[config.mk]
export PLATFORM = sky130hd
export DESIGN_NAME = id3v2_tag_frame_parser
export DESIGN_NICKNAME = d
export VERILOG_FILES = /design/src/id3_pkg.sv /design/src/id3_core.sv /design/src/id3_skid.sv /design/src/id3v2_tag_frame_parser.sv
export VERILOG_INCLUDE_DIRS = /design/src /design/src/src
export SDC_FILE = /design/constraint.sdc
export NUM_CORES = 1
export LEC_CHECK = 0
export BUFFER_PORTS_ARGS = -buffer_cell sky130_fd_sc_hd__buf_2
export CORE_ASPECT_RATIO = 0.9
export CORE_UTILIZATION = 25
export CTS_CLUSTER_SIZE = 8
export DETAILED_ROUTE_END_ITERATION = 12
export PLACE_DENSITY = 0.48
export SKIP_LAST_GASP = 1
export SLEW_MARGIN = 20
export SYNTH_ARGS = -nofsm -noshare
export SYNTH_HDL_FRONTEND = slang
export SYNTH_HIERARCHICAL = 1
export SYNTH_SLANG_ARGS = --single-unit
[constraint.sdc]
create_clock -name clk_i -period 7.9 [get_ports clk_i]
set_clock_uncertainty 0.2 [all_clocks]
set_input_delay 1.58 -clock clk_i [delete_from_list [all_inputs] [get_ports clk_i]]
set_output_delay 1.58 -clock clk_i [all_outputs]
set_load 0.01 [all_outputs]
[src/id3v2_tag_frame_parser_macros.svh]
// assertion macros shared by the id3 parser modules
// expects clk_i and rst_ni in the scope of every use
`ifndef ID3V2_TAG_FRAME_PARSER_MACROS_SVH
`define ID3V2_TAG_FRAME_PARSER_MACROS_SVH

// same-cycle implication, checked out of reset
`define ID3_ASSERT_IMP(label, pre, post, msg) \
  label: assert property (@(posedge clk_i) disable iff (!rst_ni) (pre) |-> (post)) \
    else $error(msg);

// next-cycle implication, checked out of reset
`define ID3_ASSERT_NEXT(label, pre, post, msg) \
  label: assert property (@(posedge clk_i) disable iff (!rst_ni) (pre) |=> (post)) \
    else $error(msg);

`endif

[src/id3_pkg.sv]
// types, codes and the frame id table for the id3v2 tag and frame parser
// no dependencies
package id3_pkg;

  typedef enum logic [1:0] {
    PH_TAG     = 2'd0,
    PH_FRAME   = 2'd1,
    PH_PAYLOAD = 2'd2,
    PH_STOP    = 2'd3
  } phase_e;

  typedef enum logic [1:0] {
    REC_TAG   = 2'd0,
    REC_START = 2'd1,
    REC_DATA  = 2'd2,
    REC_STOP  = 2'd3
  } rec_kind_e;

  localparam int unsigned NumIds  = 6;
  localparam logic [3:0]  HdrLast = 4'd9;   // index of the tenth header byte

  // ids indexed by frame_kind; the list runs from kind 5 (TRCK) down to kind 0 (TPE1)
  localparam logic [NumIds-1:0][31:0] KnownIds = '{
    32'h5452434B,  // TRCK
    32'h54434F4E,  // TCON
    32'h54594552,  // TYER
    32'h54495432,  // TIT2
    32'h54414C42,  // TALB
    32'h54504531   // TPE1
  };

  typedef struct packed {
    logic       found;
    logic [2:0] kind;
  } id_hit_t;

  typedef struct packed {
    rec_kind_e   rec_kind;
    logic [7:0]  tag_version;
    logic [7:0]  tag_revision;
    logic [7:0]  tag_flags;
    logic [27:0] tag_size;
    logic [2:0]  frame_kind;
    logic [27:0] frame_size;
    logic [15:0] frame_flags;
    logic [7:0]  data_byte;
    logic        last_of_frame;
  } rec_t;

  function automatic id_hit_t id_lookup(logic [31:0] id);
    id_hit_t hit;
    hit = '0;
    for (int i = NumIds - 1; i >= 0; i--) begin
      if (id == KnownIds[i]) begin
        hit.found = 1'b1;
        hit.kind  = 3'(i);
      end
    end
    return hit;
  endfunction

endpackage

[src/id3_core.sv]
// parse state and record building, one byte per accepted transaction
// depends on id3_pkg and the assertion macro header
`include "id3v2_tag_frame_parser_macros.svh"

module id3_core (
  input  logic          clk_i,
  input  logic          rst_ni,
  input  logic          in_fire_i,
  input  logic [7:0]    in_byte_i,
  input  logic          start_of_tag_i,
  output logic          rec_valid_o,
  output id3_pkg::rec_t rec_o
);
  import id3_pkg::*;

  phase_e      phase_q, phase_d, phase_eff;
  logic [3:0]  count_q, count_d, count_eff;
  logic [27:0] size_q, size_d;
  logic [31:0] id_q, id_d;
  logic [7:0]  flag_q, flag_d;
  logic [7:0]  ver_q, ver_d;
  logic [7:0]  rev_q, rev_d;
  logic [27:0] left_q, left_d;
  logic [2:0]  kind_q, kind_d;
  logic [27:0] size_shifted;
  logic        hdr_done;
  logic        left_last;
  id_hit_t     hit;

  // start of tag restarts the parse at byte 0 of the tag header
  assign phase_eff    = start_of_tag_i ? PH_TAG : phase_q;
  assign count_eff    = start_of_tag_i ? 4'd0 : count_q;
  assign size_shifted = {size_q[20:0], in_byte_i[6:0]};
  assign hdr_done     = (count_eff == HdrLast);
  assign left_last    = (left_q <= 28'd1);
  assign hit          = id_lookup(id_q);

  // next state
  always_comb begin
    phase_d = phase_eff;
    case (phase_eff)
      PH_TAG: begin
        if (hdr_done) phase_d = PH_FRAME;
      end
      PH_FRAME: begin
        if (hdr_done) begin
          if (!hit.found)        phase_d = PH_STOP;
          else if (size_q != '0) phase_d = PH_PAYLOAD;
          else                   phase_d = PH_FRAME;
        end
      end
      PH_PAYLOAD: begin
        if (left_last) phase_d = PH_FRAME;
      end
      PH_STOP: phase_d = PH_STOP;
      default: phase_d = PH_TAG;
    endcase
  end

  // datapath registers and the record
  always_comb begin
    count_d     = count_eff;
    size_d      = size_q;
    id_d        = id_q;
    flag_d      = flag_q;
    ver_d       = ver_q;
    rev_d       = rev_q;
    left_d      = left_q;
    kind_d      = kind_q;
    rec_valid_o = 1'b0;
    rec_o       = '0;
    case (phase_eff)
      PH_TAG: begin
        case (count_eff)
          4'd3:    ver_d  = in_byte_i;
          4'd4:    rev_d  = in_byte_i;
          4'd5:    flag_d = in_byte_i;
          default: begin
            if (count_eff >= 4'd6) size_d = size_shifted;
          end
        endcase
        if (hdr_done) begin
          rec_valid_o        = 1'b1;
          rec_o.rec_kind     = REC_TAG;
          rec_o.tag_version  = ver_q;
          rec_o.tag_revision = rev_q;
          rec_o.tag_flags    = flag_q;
          rec_o.tag_size     = size_shifted;
          count_d            = '0;
          size_d             = '0;
          id_d               = '0;
          flag_d             = '0;
        end else begin
          count_d = count_eff + 4'd1;
        end
      end
      PH_FRAME: begin
        if (count_eff < 4'd4)      id_d   = {id_q[23:0], in_byte_i};
        else if (count_eff < 4'd8) size_d = size_shifted;
        else if (count_eff == 4'd8) flag_d = in_byte_i;
        if (hdr_done) begin
          rec_valid_o = 1'b1;
          count_d     = '0;
          if (!hit.found) begin
            rec_o.rec_kind = REC_STOP;
          end else begin
            rec_o.rec_kind    = REC_START;
            rec_o.frame_kind  = hit.kind;
            rec_o.frame_size  = size_q;
            rec_o.frame_flags = {flag_q, in_byte_i};
            kind_d            = hit.kind;
            left_d            = size_q;
            size_d            = '0;
            id_d              = '0;
            flag_d            = '0;
          end
        end else begin
          count_d = count_eff + 4'd1;
        end
      end
      PH_PAYLOAD: begin
        rec_valid_o         = 1'b1;
        rec_o.rec_kind      = REC_DATA;
        rec_o.data_byte     = in_byte_i;
        rec_o.last_of_frame = left_last;
        if (left_last) begin
          left_d  = '0;
          count_d = '0;
        end else begin
          left_d = left_q - 28'd1;
        end
      end
      PH_STOP: ;
      default: ;
    endcase
    if (!in_fire_i) rec_valid_o = 1'b0;
  end

  always_ff @(posedge clk_i or negedge rst_ni) begin
    if (!rst_ni) begin
      phase_q <= PH_TAG;
      count_q <= '0;
      size_q  <= '0;
      id_q    <= '0;
      flag_q  <= '0;
      ver_q   <= '0;
      rev_q   <= '0;
      left_q  <= '0;
      kind_q  <= '0;
    end else if (in_fire_i) begin
      phase_q <= phase_d;
      count_q <= count_d;
      size_q  <= size_d;
      id_q    <= id_d;
      flag_q  <= flag_d;
      ver_q   <= ver_d;
      rev_q   <= rev_d;
      left_q  <= left_d;
      kind_q  <= kind_d;
    end
  end

  `ID3_ASSERT_IMP(a_count_range, 1'b1, count_q <= HdrLast, "header byte count out of range")
  `ID3_ASSERT_IMP(a_stop_silent, (phase_q == PH_STOP) && !start_of_tag_i, !rec_valid_o,
                  "record produced after stop")
  `ID3_ASSERT_IMP(a_payload_left, phase_q == PH_PAYLOAD, left_q != '0,
                  "payload phase with nothing left")

endmodule

[src/id3_skid.sv]
// output register plus one skid entry for parser records
// depends on id3_pkg and the assertion macro header
`include "id3v2_tag_frame_parser_macros.svh"

module id3_skid (
  input  logic          clk_i,
  input  logic          rst_ni,
  input  logic          push_i,
  input  id3_pkg::rec_t rec_i,
  output logic          ready_o,
  output logic          out_valid_o,
  input  logic          out_ready_i,
  output id3_pkg::rec_t out_o
);
  import id3_pkg::*;

  logic out_valid_q, out_valid_d;
  logic skid_valid_q, skid_valid_d;
  rec_t out_q, out_d;
  rec_t skid_q, skid_d;

  assign ready_o     = !skid_valid_q;
  assign out_valid_o = out_valid_q;
  assign out_o       = out_q;

  always_comb begin
    out_valid_d  = out_valid_q;
    skid_valid_d = skid_valid_q;
    out_d        = out_q;
    skid_d       = skid_q;
    // drain first so a freed output register takes the older record
    if (out_valid_q && out_ready_i) begin
      if (skid_valid_q) begin
        out_d        = skid_q;
        skid_valid_d = 1'b0;
      end else begin
        out_valid_d = 1'b0;
      end
    end
    if (push_i) begin
      if (!out_valid_d) begin
        out_d       = rec_i;
        out_valid_d = 1'b1;
      end else begin
        skid_d       = rec_i;
        skid_valid_d = 1'b1;
      end
    end
  end

  always_ff @(posedge clk_i or negedge rst_ni) begin
    if (!rst_ni) begin
      out_valid_q  <= 1'b0;
      skid_valid_q <= 1'b0;
    end else begin
      out_valid_q  <= out_valid_d;
      skid_valid_q <= skid_valid_d;
    end
  end

  always_ff @(posedge clk_i) begin
    out_q  <= out_d;
    skid_q <= skid_d;
  end

  `ID3_ASSERT_IMP(a_skid_behind_out, skid_valid_q, out_valid_q,
                  "skid entry held with empty output register")
  `ID3_ASSERT_IMP(a_no_push_full, push_i, !skid_valid_q, "record pushed into full buffer")
  `ID3_ASSERT_NEXT(a_skid_moves_up, skid_valid_q && out_ready_i, out_q == $past(skid_q),
                   "skid entry not moved to output")

endmodule

[src/id3v2_tag_frame_parser.sv]
// id3v2 tag and frame header parser: one file byte in, at most one record out
// latency: a record is on m_axis the cycle after its byte is accepted when the output is free
// throughput: one byte per cycle; s_axis_tready drops only while the skid entry is full
// bytes are accepted while a record waits at the output, unless the skid entry is full too
// reset (async, active low): parse returns to the tag header, output buffer empties
// depends on id3_pkg, id3_core and id3_skid
module id3v2_tag_frame_parser (
  input  logic          clk_i,
  input  logic          rst_ni,
  input  logic          s_axis_tvalid,
  output logic          s_axis_tready,
  input  logic [7:0]    s_axis_tdata,   // in_byte
  input  logic          s_axis_tuser,   // start_of_tag
  output logic          m_axis_tvalid,
  input  logic          m_axis_tready,
  // tag_version, tag_revision, tag_flags, tag_size, frame_kind, frame_size,
  // frame_flags, data_byte, zero fill
  output logic [111:0]  m_axis_tdata,
  output logic [1:0]    m_axis_tuser,   // rec_kind
  output logic          m_axis_tlast    // last_of_frame
);
  import id3_pkg::*;

  logic in_fire;
  logic rec_valid;
  rec_t rec;
  rec_t out_rec;

  assign in_fire = s_axis_tvalid && s_axis_tready;

  id3_core u_core (
    .clk_i          (clk_i),
    .rst_ni         (rst_ni),
    .in_fire_i      (in_fire),
    .in_byte_i      (s_axis_tdata),
    .start_of_tag_i (s_axis_tuser),
    .rec_valid_o    (rec_valid),
    .rec_o          (rec)
  );

  id3_skid u_skid (
    .clk_i       (clk_i),
    .rst_ni      (rst_ni),
    .push_i      (rec_valid),
    .rec_i       (rec),
    .ready_o     (s_axis_tready),
    .out_valid_o (m_axis_tvalid),
    .out_ready_i (m_axis_tready),
    .out_o       (out_rec)
  );

  assign m_axis_tdata = {5'd0,
                         out_rec.data_byte,
                         out_rec.frame_flags,
                         out_rec.frame_size,
                         out_rec.frame_kind,
                         out_rec.tag_size,
                         out_rec.tag_flags,
                         out_rec.tag_revision,
                         out_rec.tag_version};
  assign m_axis_tuser = out_rec.rec_kind;
  assign m_axis_tlast = out_rec.last_of_frame;

endmodule

==> results.cfg, run 1 <==
[run_status]
status = complete, no violations

[cts]
cts-buffers-inserted = 49
cts_tree = yes
clockBufferDepth = 3
htree_num_levels = 2
clk_pin_slew_ns = 0.05
hold_buffers = 0
cts-root-buf = clkbuf_16
post_cts_resized = 0
postCtsSetupBuffers = 0
clock-sinks = 340
worstSkewPairLatency_ns = 0.57

[yosys]
yosys.area.top_type = edfxtp_1
synth_fa_ha_area_share_pct = 0.489
synth_top_family_by_area = compound AO/OA/AOI/OAI gates
synth_area_leaders = edfxtp_1, dfrtp_1, dfxtp_1
synth-warning-count = 6
synth_xor_area_share_pct = 0.114
synth_compound_area_share_pct = 20.5
yosys_register_bits = 340
synthFlopType = dfrtp_1
synth-edff-count = 110
muxShareOfSynthArea_pct = 1.31
synth_top_area_share_pct = 21.5
yosysSeqAreaShare_pct = 55.4
yosys.cell_types.count = 73
yosys.area_share.simple_pct = 15.1
syn_avg_cell_area_um2 = 10.2
async_flop_share_pct = 35.3
syn_area_mm2 = 0.0154
yosysMostFrequentCell = nor2_1
synthTopCellsByCount = nor2_1, inv_1, dfrtp_1
syn_inst = 1506

[route]
vias_per_cell = 5.10
wirelength_um = 48100
wire_per_inst_um = 19.9
num_vias = 12300
drt_pre_antenna_iters = 5
ant_nets = 0
drc = 0
dr.first_iter.drc_count = 1166

[hold_path]
hold_start = u_core/rev_q[3]
hold_class = reg -> reg

[finish]
fillers = 6213
ff_latch_area_mm2 = 0.00851
areaGrowthSynthToFinish_pct = 17.7
nNetsFinal = 1607
drive_above_1_share_pct = 16.0
multi_input_area_mm2 = 0.00585

[setup_path]
crit_slowest_cell = ha_1
cp_common_cell = buf_4
timing.rr.start = u_core/id_q[12]
reg2reg_depth = 9
cp-start-kind = input pin
crit_start = s_axis_tuser
crit_path_max_fanout = 54
regToRegSetupSlack_ns = 4.00
cp.arrival_ns = 4.82
worstPathRequired_ns = 8.21
r2r-end = u_skid/out_o[32]
endpoint = u_core/left_q[5]
crit_chain = buf_2 -> nand2b_1 -> inv_1 -> ha_1 -> clkinv_1 -> buf_4 -> nor2_1 -> o31ai_4 -> buf_4 -> or4b_1 -> nand3_1
worstSetupEndpointType = flip-flop
crit_type = in -> reg
slowest_delay_ns = 0.62

[die]
die_x_um = 263
row_count = 85
die_h_um = 237
dieArea_mm2 = 0.0625
coreArea_mm2 = 0.0603
initial_core_util_pct = 25.5
io_pins = 130

[place]
port_buffers = 124
hpwl_um = 28700
gp_congestion = 0.817

[timing]
setup-violations-final = 0
finalHoldViolCount = 0
worst_pin_slew_ns = 1.02
setup_tns_ns = 0
fmax_mhz = 222
slew_viol_final = 0
rsz0062_at_grt = false
period_minus_slack_ns = 4.51
max_slew_margin_pct = 31.8
min_period_over_period_pct = 57.1

[power_and_ir_drop]
power.total_uw = 5120
p_per_area_mw_per_mm2 = 283
p_leak_uw = 0.00723
ir_worst_vdd_v = 0.000135

[global_route]
grt-ovfl-total = 0
grt_pass1_vias = 12100
grt_pass1_wl_um = 74200
antenna_found_initial = 2
grt_usage_pct = 15.2
grt_max_degree = 68

[job]
maxCapViolations = 0
[per-stage QoR]
stage                     area, um2  std cells  util (%)  hold WS, ns  setup WS, ns
after floorplan               15400       1510         -        0.261          1.76
after global placement        16600       2318      27.5        0.281          2.76
after detailed placement      16600       2320      27.6        0.287          2.71
after CTS                     18100       2412      29.9        0.300          3.32
after global routing          18100       2412      30.0        0.313          3.12
final                         18100       2414      30.0        0.298          3.39
[cell type report]
type | instances | area share, %
Tap cell | 783 | 5.42
Clock inverter | 3 | 0.118
Sequential cell | 340 | 47.1
Antenna cell | 2 | 0.0277
Timing Repair Buffer | 145 | 4.55
Multi-Input combinational cell | 927 | 32.4
Clock buffer | 89 | 7.85
Inverter | 125 | 2.60
[power by group]
part	leakage, uW	switching (uW)	internal, uW	total (uW)
Combinational	0.00291	392	377	769
Clock	0.000684	777	1200	1970
Sequential	0.00364	312	2060	2370
Total	0.00723	1480	3640	5120
[worst min path at each step]
stage                   endpoint  slack [ns]  depth (start not counted)
2_1_floorplan  u_core/left_q[14]        0.26                          2
3_3_place_gp     u_core/ver_q[1]        0.28                          1
3_5_place_dp     u_core/rev_q[5]        0.29                          1
4_1_cts          u_core/ver_q[7]        0.30                          1
5_1_grt          u_core/rev_q[1]        0.31                          1
6_report         u_core/rev_q[3]        0.30                          1
[sequential cells by signal, indices dropped and copies added (netlist names)]
signal               flops
u_core/id_q             32
u_core/left_q           28
u_skid/out_o           110
u_core/size_q           28
u_core/rev_q             8
u_skid/out_valid_o       1
u_core/ver_q             8
u_core/count_q           4
u_skid/skid_valid_q      1
u_core/flag_q            8
u_skid/skid_q          110
u_core/phase_q           2
[critical path, delay by kind of cell]
family          cells  cell delay (ns)
simple gates        4             1.38
buf+inv             5             1.09
fa+ha+maj           1             0.62
compound gates      1             0.12
[cells in the final DEF, fill, tap and decap left out, drive strengths merged, types with 29 or more instances in the layout]
master / instances
a221oi: 112
nor2: 159
nor3: 29
nand2: 87
and3: 53
o21ai: 65
dfxtp: 110
edfxtp: 110
and2: 54
clkbuf: 89
buf: 145
o22ai: 111
dfrtp: 120
a21oi: 64
a22o: 36
inv: 125
[cell families after synthesis]
kind of cell / after synthesis
AOI/OAI and AO/OA: 432
xor gates and xnor gates: 2
adders and majority gates: 6
buffers and inverters: 243
DFF: 340
muxes: 18
other: 1
and+or+nand+nor: 464
[layer usage]
layer	track usage [%]	share of wire, %
met5	0	0
met4	3.88	2.0
met3	3.44	5.7
met2	24.2	46
met1	20.6	46
Note: power is estimated with default switching activity, not from simulation.
==> run 2: changes to the inputs <==
PLACE_DENSITY = 0.49   (was 0.48)
clock period = 3.7 ns   (was 7.9 ns; I/O delays follow)
==> run 2 against run 1 <==
Non-clock buffer count increased by 27. Total power grew 110%. Clock power rose by 110%. Clock-buffer cell count decreased by 3. Die area unchanged. Combinational power grew 120%. Register-to-register slack worse by 3.7 ns. Via count rose by 1.2%. Sequential power grew 110%. Flip-flop and latch count stayed put. Critical path depth decreased by 2. Utilization is 0.35 points higher. Critical path type is now reg -> reg. Largest power group unchanged.
==> results.cfg, run 2 (synthesis gave the netlist of run 1 again) <==
[global_route]
grt_max_degree = 59
grt_pass1_vias = 12300
antenna_found_initial = 2
grt-ovfl-total = 0
grt_pass1_wl_um = 74200
grt_usage_pct = 15.1

[timing]
rsz0062_at_grt = false
worst_pin_slew_ns = 0.822
period_minus_slack_ns = 3.39
max_slew_margin_pct = 45.2
fmax_mhz = 295
min_period_over_period_pct = 91.6
slew_viol_final = 0
setup_tns_ns = 0
finalHoldViolCount = 0
setup-violations-final = 0

[die]
io_pins = 130
coreArea_mm2 = 0.0603
die_x_um = 263
dieArea_mm2 = 0.0625
die_h_um = 237
row_count = 85
initial_core_util_pct = 25.5

[setup_path]
crit_type = reg -> reg
cp-start-kind = flip-flop
worstPathRequired_ns = 3.97
crit_path_max_fanout = 28
worstSetupEndpointType = flip-flop
cp.arrival_ns = 3.66

[route]
wl_met2_um = 22600
ant_nets = 0
num_vias = 12500
wirelength_um = 48100
wire_per_inst_um = 19.7
vias_per_cell = 5.11
dr.first_iter.drc_count = 1101
drt_pre_antenna_iters = 5
drc = 0
wl_met3_um = 2700
routed.top_layer = met4
drt-met1-wl_um = 21600

[cts]
clock-sinks = 340
cts-root-buf = clkbuf_16
worstSkewPairLatency_ns = 0.58
post_cts_resized = 0
postCtsSetupBuffers = 0
cts-buffers-inserted = 48
clockBufferDepth = 3
cts_tree = yes
clk_pin_slew_ns = 0.05
hold_buffers = 0
htree_num_levels = 2

[finish]
drive_above_1_share_pct = 17.3
final_common_cell = nor2_1
final_cell_mix = nor2_1, inv_1, buf_2, dfrtp_1
nNetsFinal = 1633
areaGrowthSynthToFinish_pct = 19.1

[power_and_ir_drop]
power.total_uw = 10800
ir_worst_vdd_v = 0.000363
p_leak_uw = 0.00735
p_per_area_mw_per_mm2 = 590

[place]
hpwl_um = 30000
gp_congestion = 0.863
port_buffers = 124

[hold_path]
hold_class = in -> async

[job]
maxCapViolations = 0

[run_status]
status = complete, no violations
[run 2: cell types whose count changed in the layout (fill, tap and decap cells not counted), sizes merged]
cell / change
clkbuf: -3
clkinv: -2
inv: +1
diode: +1
buf: +27
[run 2: layout make-up]
| type | instances | area, um2 |
|---|---|---|
| repair buffers | 172 | 1100 |
| flip-flops and latches | 340 | 8510 |
| well taps | 783 | 980 |
| diodes | 3 | 7.51 |
| inverters | 125 | 469 |
| fillers | 6172 | 42000 |
| multi-input cells | 927 | 5830 |
| clock buffers | 86 | 1380 |
| clock inverters | 2 | 17.5 |
[run 2: where the power goes]
part	switching (uW)	internal [uW]	leakage [uW]
sequential	607	4400	0.00364
combinational	851	814	0.00306
clock	1640	2480	0.000663
[run 2: per-layer routing]
metal  track usage, %  up-vias
li1                 -     5785
met2             24.3      356
met1             20.4     6245
met3             3.24       72
met4             4.63        0
met5                0        -
[run 2: through the flow]
step	setup slack, ns	instance area, um2	instances	utilization, %	hold slack, ns
after floorplan	0.176	15400	1510	-	0.244
after global placement	0.379	16900	2347	28.0	0.279
after detailed placement	0.339	16900	2347	28.0	0.285
after CTS	0.325	18300	2435	30.3	0.0768
after global routing	0.0985	18300	2436	30.3	0.102
final	0.309	18300	2438	30.3	0.0635
[run 2: worst paths after layout]
kind,startpoint,to,slack [ns],cells after the start
hold / removal,rst_ni,u_core/size_q[23],0.06,1
hold reg to reg,u_core/rev_q[6],u_core/rev_q[6],0.30,1
max in group asynchronous,rst_ni,u_core/id_q[25],2.27,2
setup reg to reg,u_core/id_q[20],u_skid/out_o[49],0.31,9
min in group clk_i,u_core/rev_q[6],u_core/rev_q[6],0.30,1
setup / recovery,u_core/id_q[20],u_skid/out_o[49],0.31,9
[run 2: worst max-delay path, cell delays in order (launching register included)]
cell and delay [ns]:
dfrtp_1 0.42, or4b_1 0.58, or3_1 0.43, a2111o_1 0.44, o221a_2 0.22, nor2_2 0.14, buf_4 0.31, and2_1 0.23
inv_1 0.06, a221oi_1 0.26
==> run 3: changes to the inputs <==
==> constraint.sdc (replaced) <==
create_clock -name clk_i -period 3.7 [get_ports clk_i]
set_clock_uncertainty 0.2 [all_clocks]
set_input_delay 0.185 -clock clk_i [delete_from_list [all_inputs] [get_ports clk_i]]
set_output_delay 0.185 -clock clk_i [all_outputs]
set_load 0.01 [all_outputs]
==> run 3 against run 2 <==
Final cell count stayed put. Final area is 0.28% higher. Clock power hardly changed. Critical path type unchanged. Highest routed layer unchanged.
==> results.cfg, run 3 (synthesis gave the netlist of run 1 again) <==
[run_status]
status = complete, no violations

[route]
drc = 0
ant_nets = 0
dr.first_iter.drc_count = 1145
num_vias = 12400
drt_pre_antenna_iters = 5
wire_per_inst_um = 19.7
wirelength_um = 48000
vias_per_cell = 5.07

[power_and_ir_drop]
ir_worst_vdd_v = 0.000290
p_leak_uw = 0.00736
power.total_uw = 10800
p_per_area_mw_per_mm2 = 589

[die]
die_x_um = 263
die_h_um = 237
dieArea_mm2 = 0.0625
initial_core_util_pct = 25.5
row_count = 85
coreArea_mm2 = 0.0603
io_pins = 130

[finish]
final-instance-count-excl-fill = 2438
nNetsFinal = 1635
fillers = 6146
areaGrowthSynthToFinish_pct = 19.4
multi_input_area_mm2 = 0.00583
ff_latch_area_mm2 = 0.00851
final_cell_mix = nor2_1, inv_1, buf_2, dfrtp_1
drive_above_1_share_pct = 16.8
final_common_cell = nor2_1
design_area_mm2 = 0.0183

[cts]
htree_num_levels = 2
post_cts_resized = 0
clock-sinks = 340
cts_tree = yes
clk_pin_slew_ns = 0.05
worstSkewPairLatency_ns = 0.57
cts-buffers-inserted = 48
cts-root-buf = clkbuf_16
clockBufferDepth = 3

[global_route]
grt_max_degree = 78
grt_pass1_vias = 12200
grt-ovfl-total = 0
antenna_found_initial = 3
grt_pass1_wl_um = 73700
grt_usage_pct = 15.1

[timing]
period_minus_slack_ns = 3.39
setup-violations-final = 0
fmax_mhz = 295
rsz0062_at_grt = false
worst_slack_ns = 0.307
slew_viol_final = 0
finalHoldViolCount = 0
min_period_over_period_pct = 91.7
worst_pin_slew_ns = 1.07
setup_tns_ns = 0
max_slew_margin_pct = 28.8

[setup_path]
reg2reg_depth = 9
crit_path_max_fanout = 28
cp.arrival_ns = 3.65
worstSetupEndpointType = flip-flop
worstPathRequired_ns = 3.96
cp-start-kind = flip-flop
crit_type = reg -> reg

[hold_path]
whs_path_depth = 5
hold_class = in -> reg

[place]
post-place-ws_ns = 0.375
gp_congestion = 0.859
placed_area_mm2 = 0.0169
port_buffers = 124
hpwl_um = 29000
dp.cells = 2339

[job]
maxCapViolations = 0
run 3: cell types whose count changed in the layout (fill, tap and decap cells not counted), sizes merged:
cell	change
diode	-2
clkinv	+1
buf	-8
dlygate4sd3	+10
clkbuf	-1
run 3: cell type report:
type                            instances  share of cell area, %
Tap cell                              783                   5.34
Multi-Input combinational cell        927                   31.8
Antenna cell                            1                 0.0136
Sequential cell                       340                   46.4
Inverter                              125                   2.56
Clock inverter                          3                  0.123
Timing Repair Buffer                  174                   6.34
Clock buffer                           85                   7.42
run 3: path summary, 6_finish.rpt:
path                            startpoint                  to  slack (ns)
setup reg to reg           u_core/id_q[12]    u_skid/out_o[51]        0.31
max in group asynchronous           rst_ni    u_core/flag_q[2]        2.37
min in group asynchronous           rst_ni   u_core/left_q[26]        0.10
hold reg to reg            u_core/rev_q[0]     u_core/rev_q[0]        0.30
hold / removal               s_axis_tvalid  u_skid/out_valid_o        0.07
setup / recovery           u_core/id_q[12]    u_skid/out_o[51]        0.31
run 3: through the flow:
step	hold slack, ns	utilization, %
after global placement	0.194	28.0
after detailed placement	0.200	28.0
after global routing	0.0878	30.4
after CTS	0.0482	30.4
final	0.0658	30.4
after floorplan	-0.311	-
run 3: repair_timing:
item	CTS	global route
buffers inserted	0	0
hold buffers	10	0
hold endpoints to repair	126	0
run 3: report_power, final:
group | internal (uW) | leakage (uW) | switching [uW]
registers | 4400 | 0.00364 | 627
logic | 817 | 0.00307 | 850
clock network | 2460 | 0.000659 | 1640
total | 7680 | 0.00736 | 3120
run 3: layer usage:
layer	wire length [um]	global-route usage [%]
met5	0	0
met2	22700	24.8
met4	1120	4.59
met1	21600	19.7
met3	2490	3.32
run 3: critical path, stage by stage (launching register included):
cell      delay [ns]
dfrtp_1         0.40
or4b_4          0.57
nor4_1          0.49
a22oi_1         0.21
o221a_2         0.42
nor2_2          0.12
buf_4           0.32
and2_1          0.20
inv_1           0.05
a221oi_1        0.29
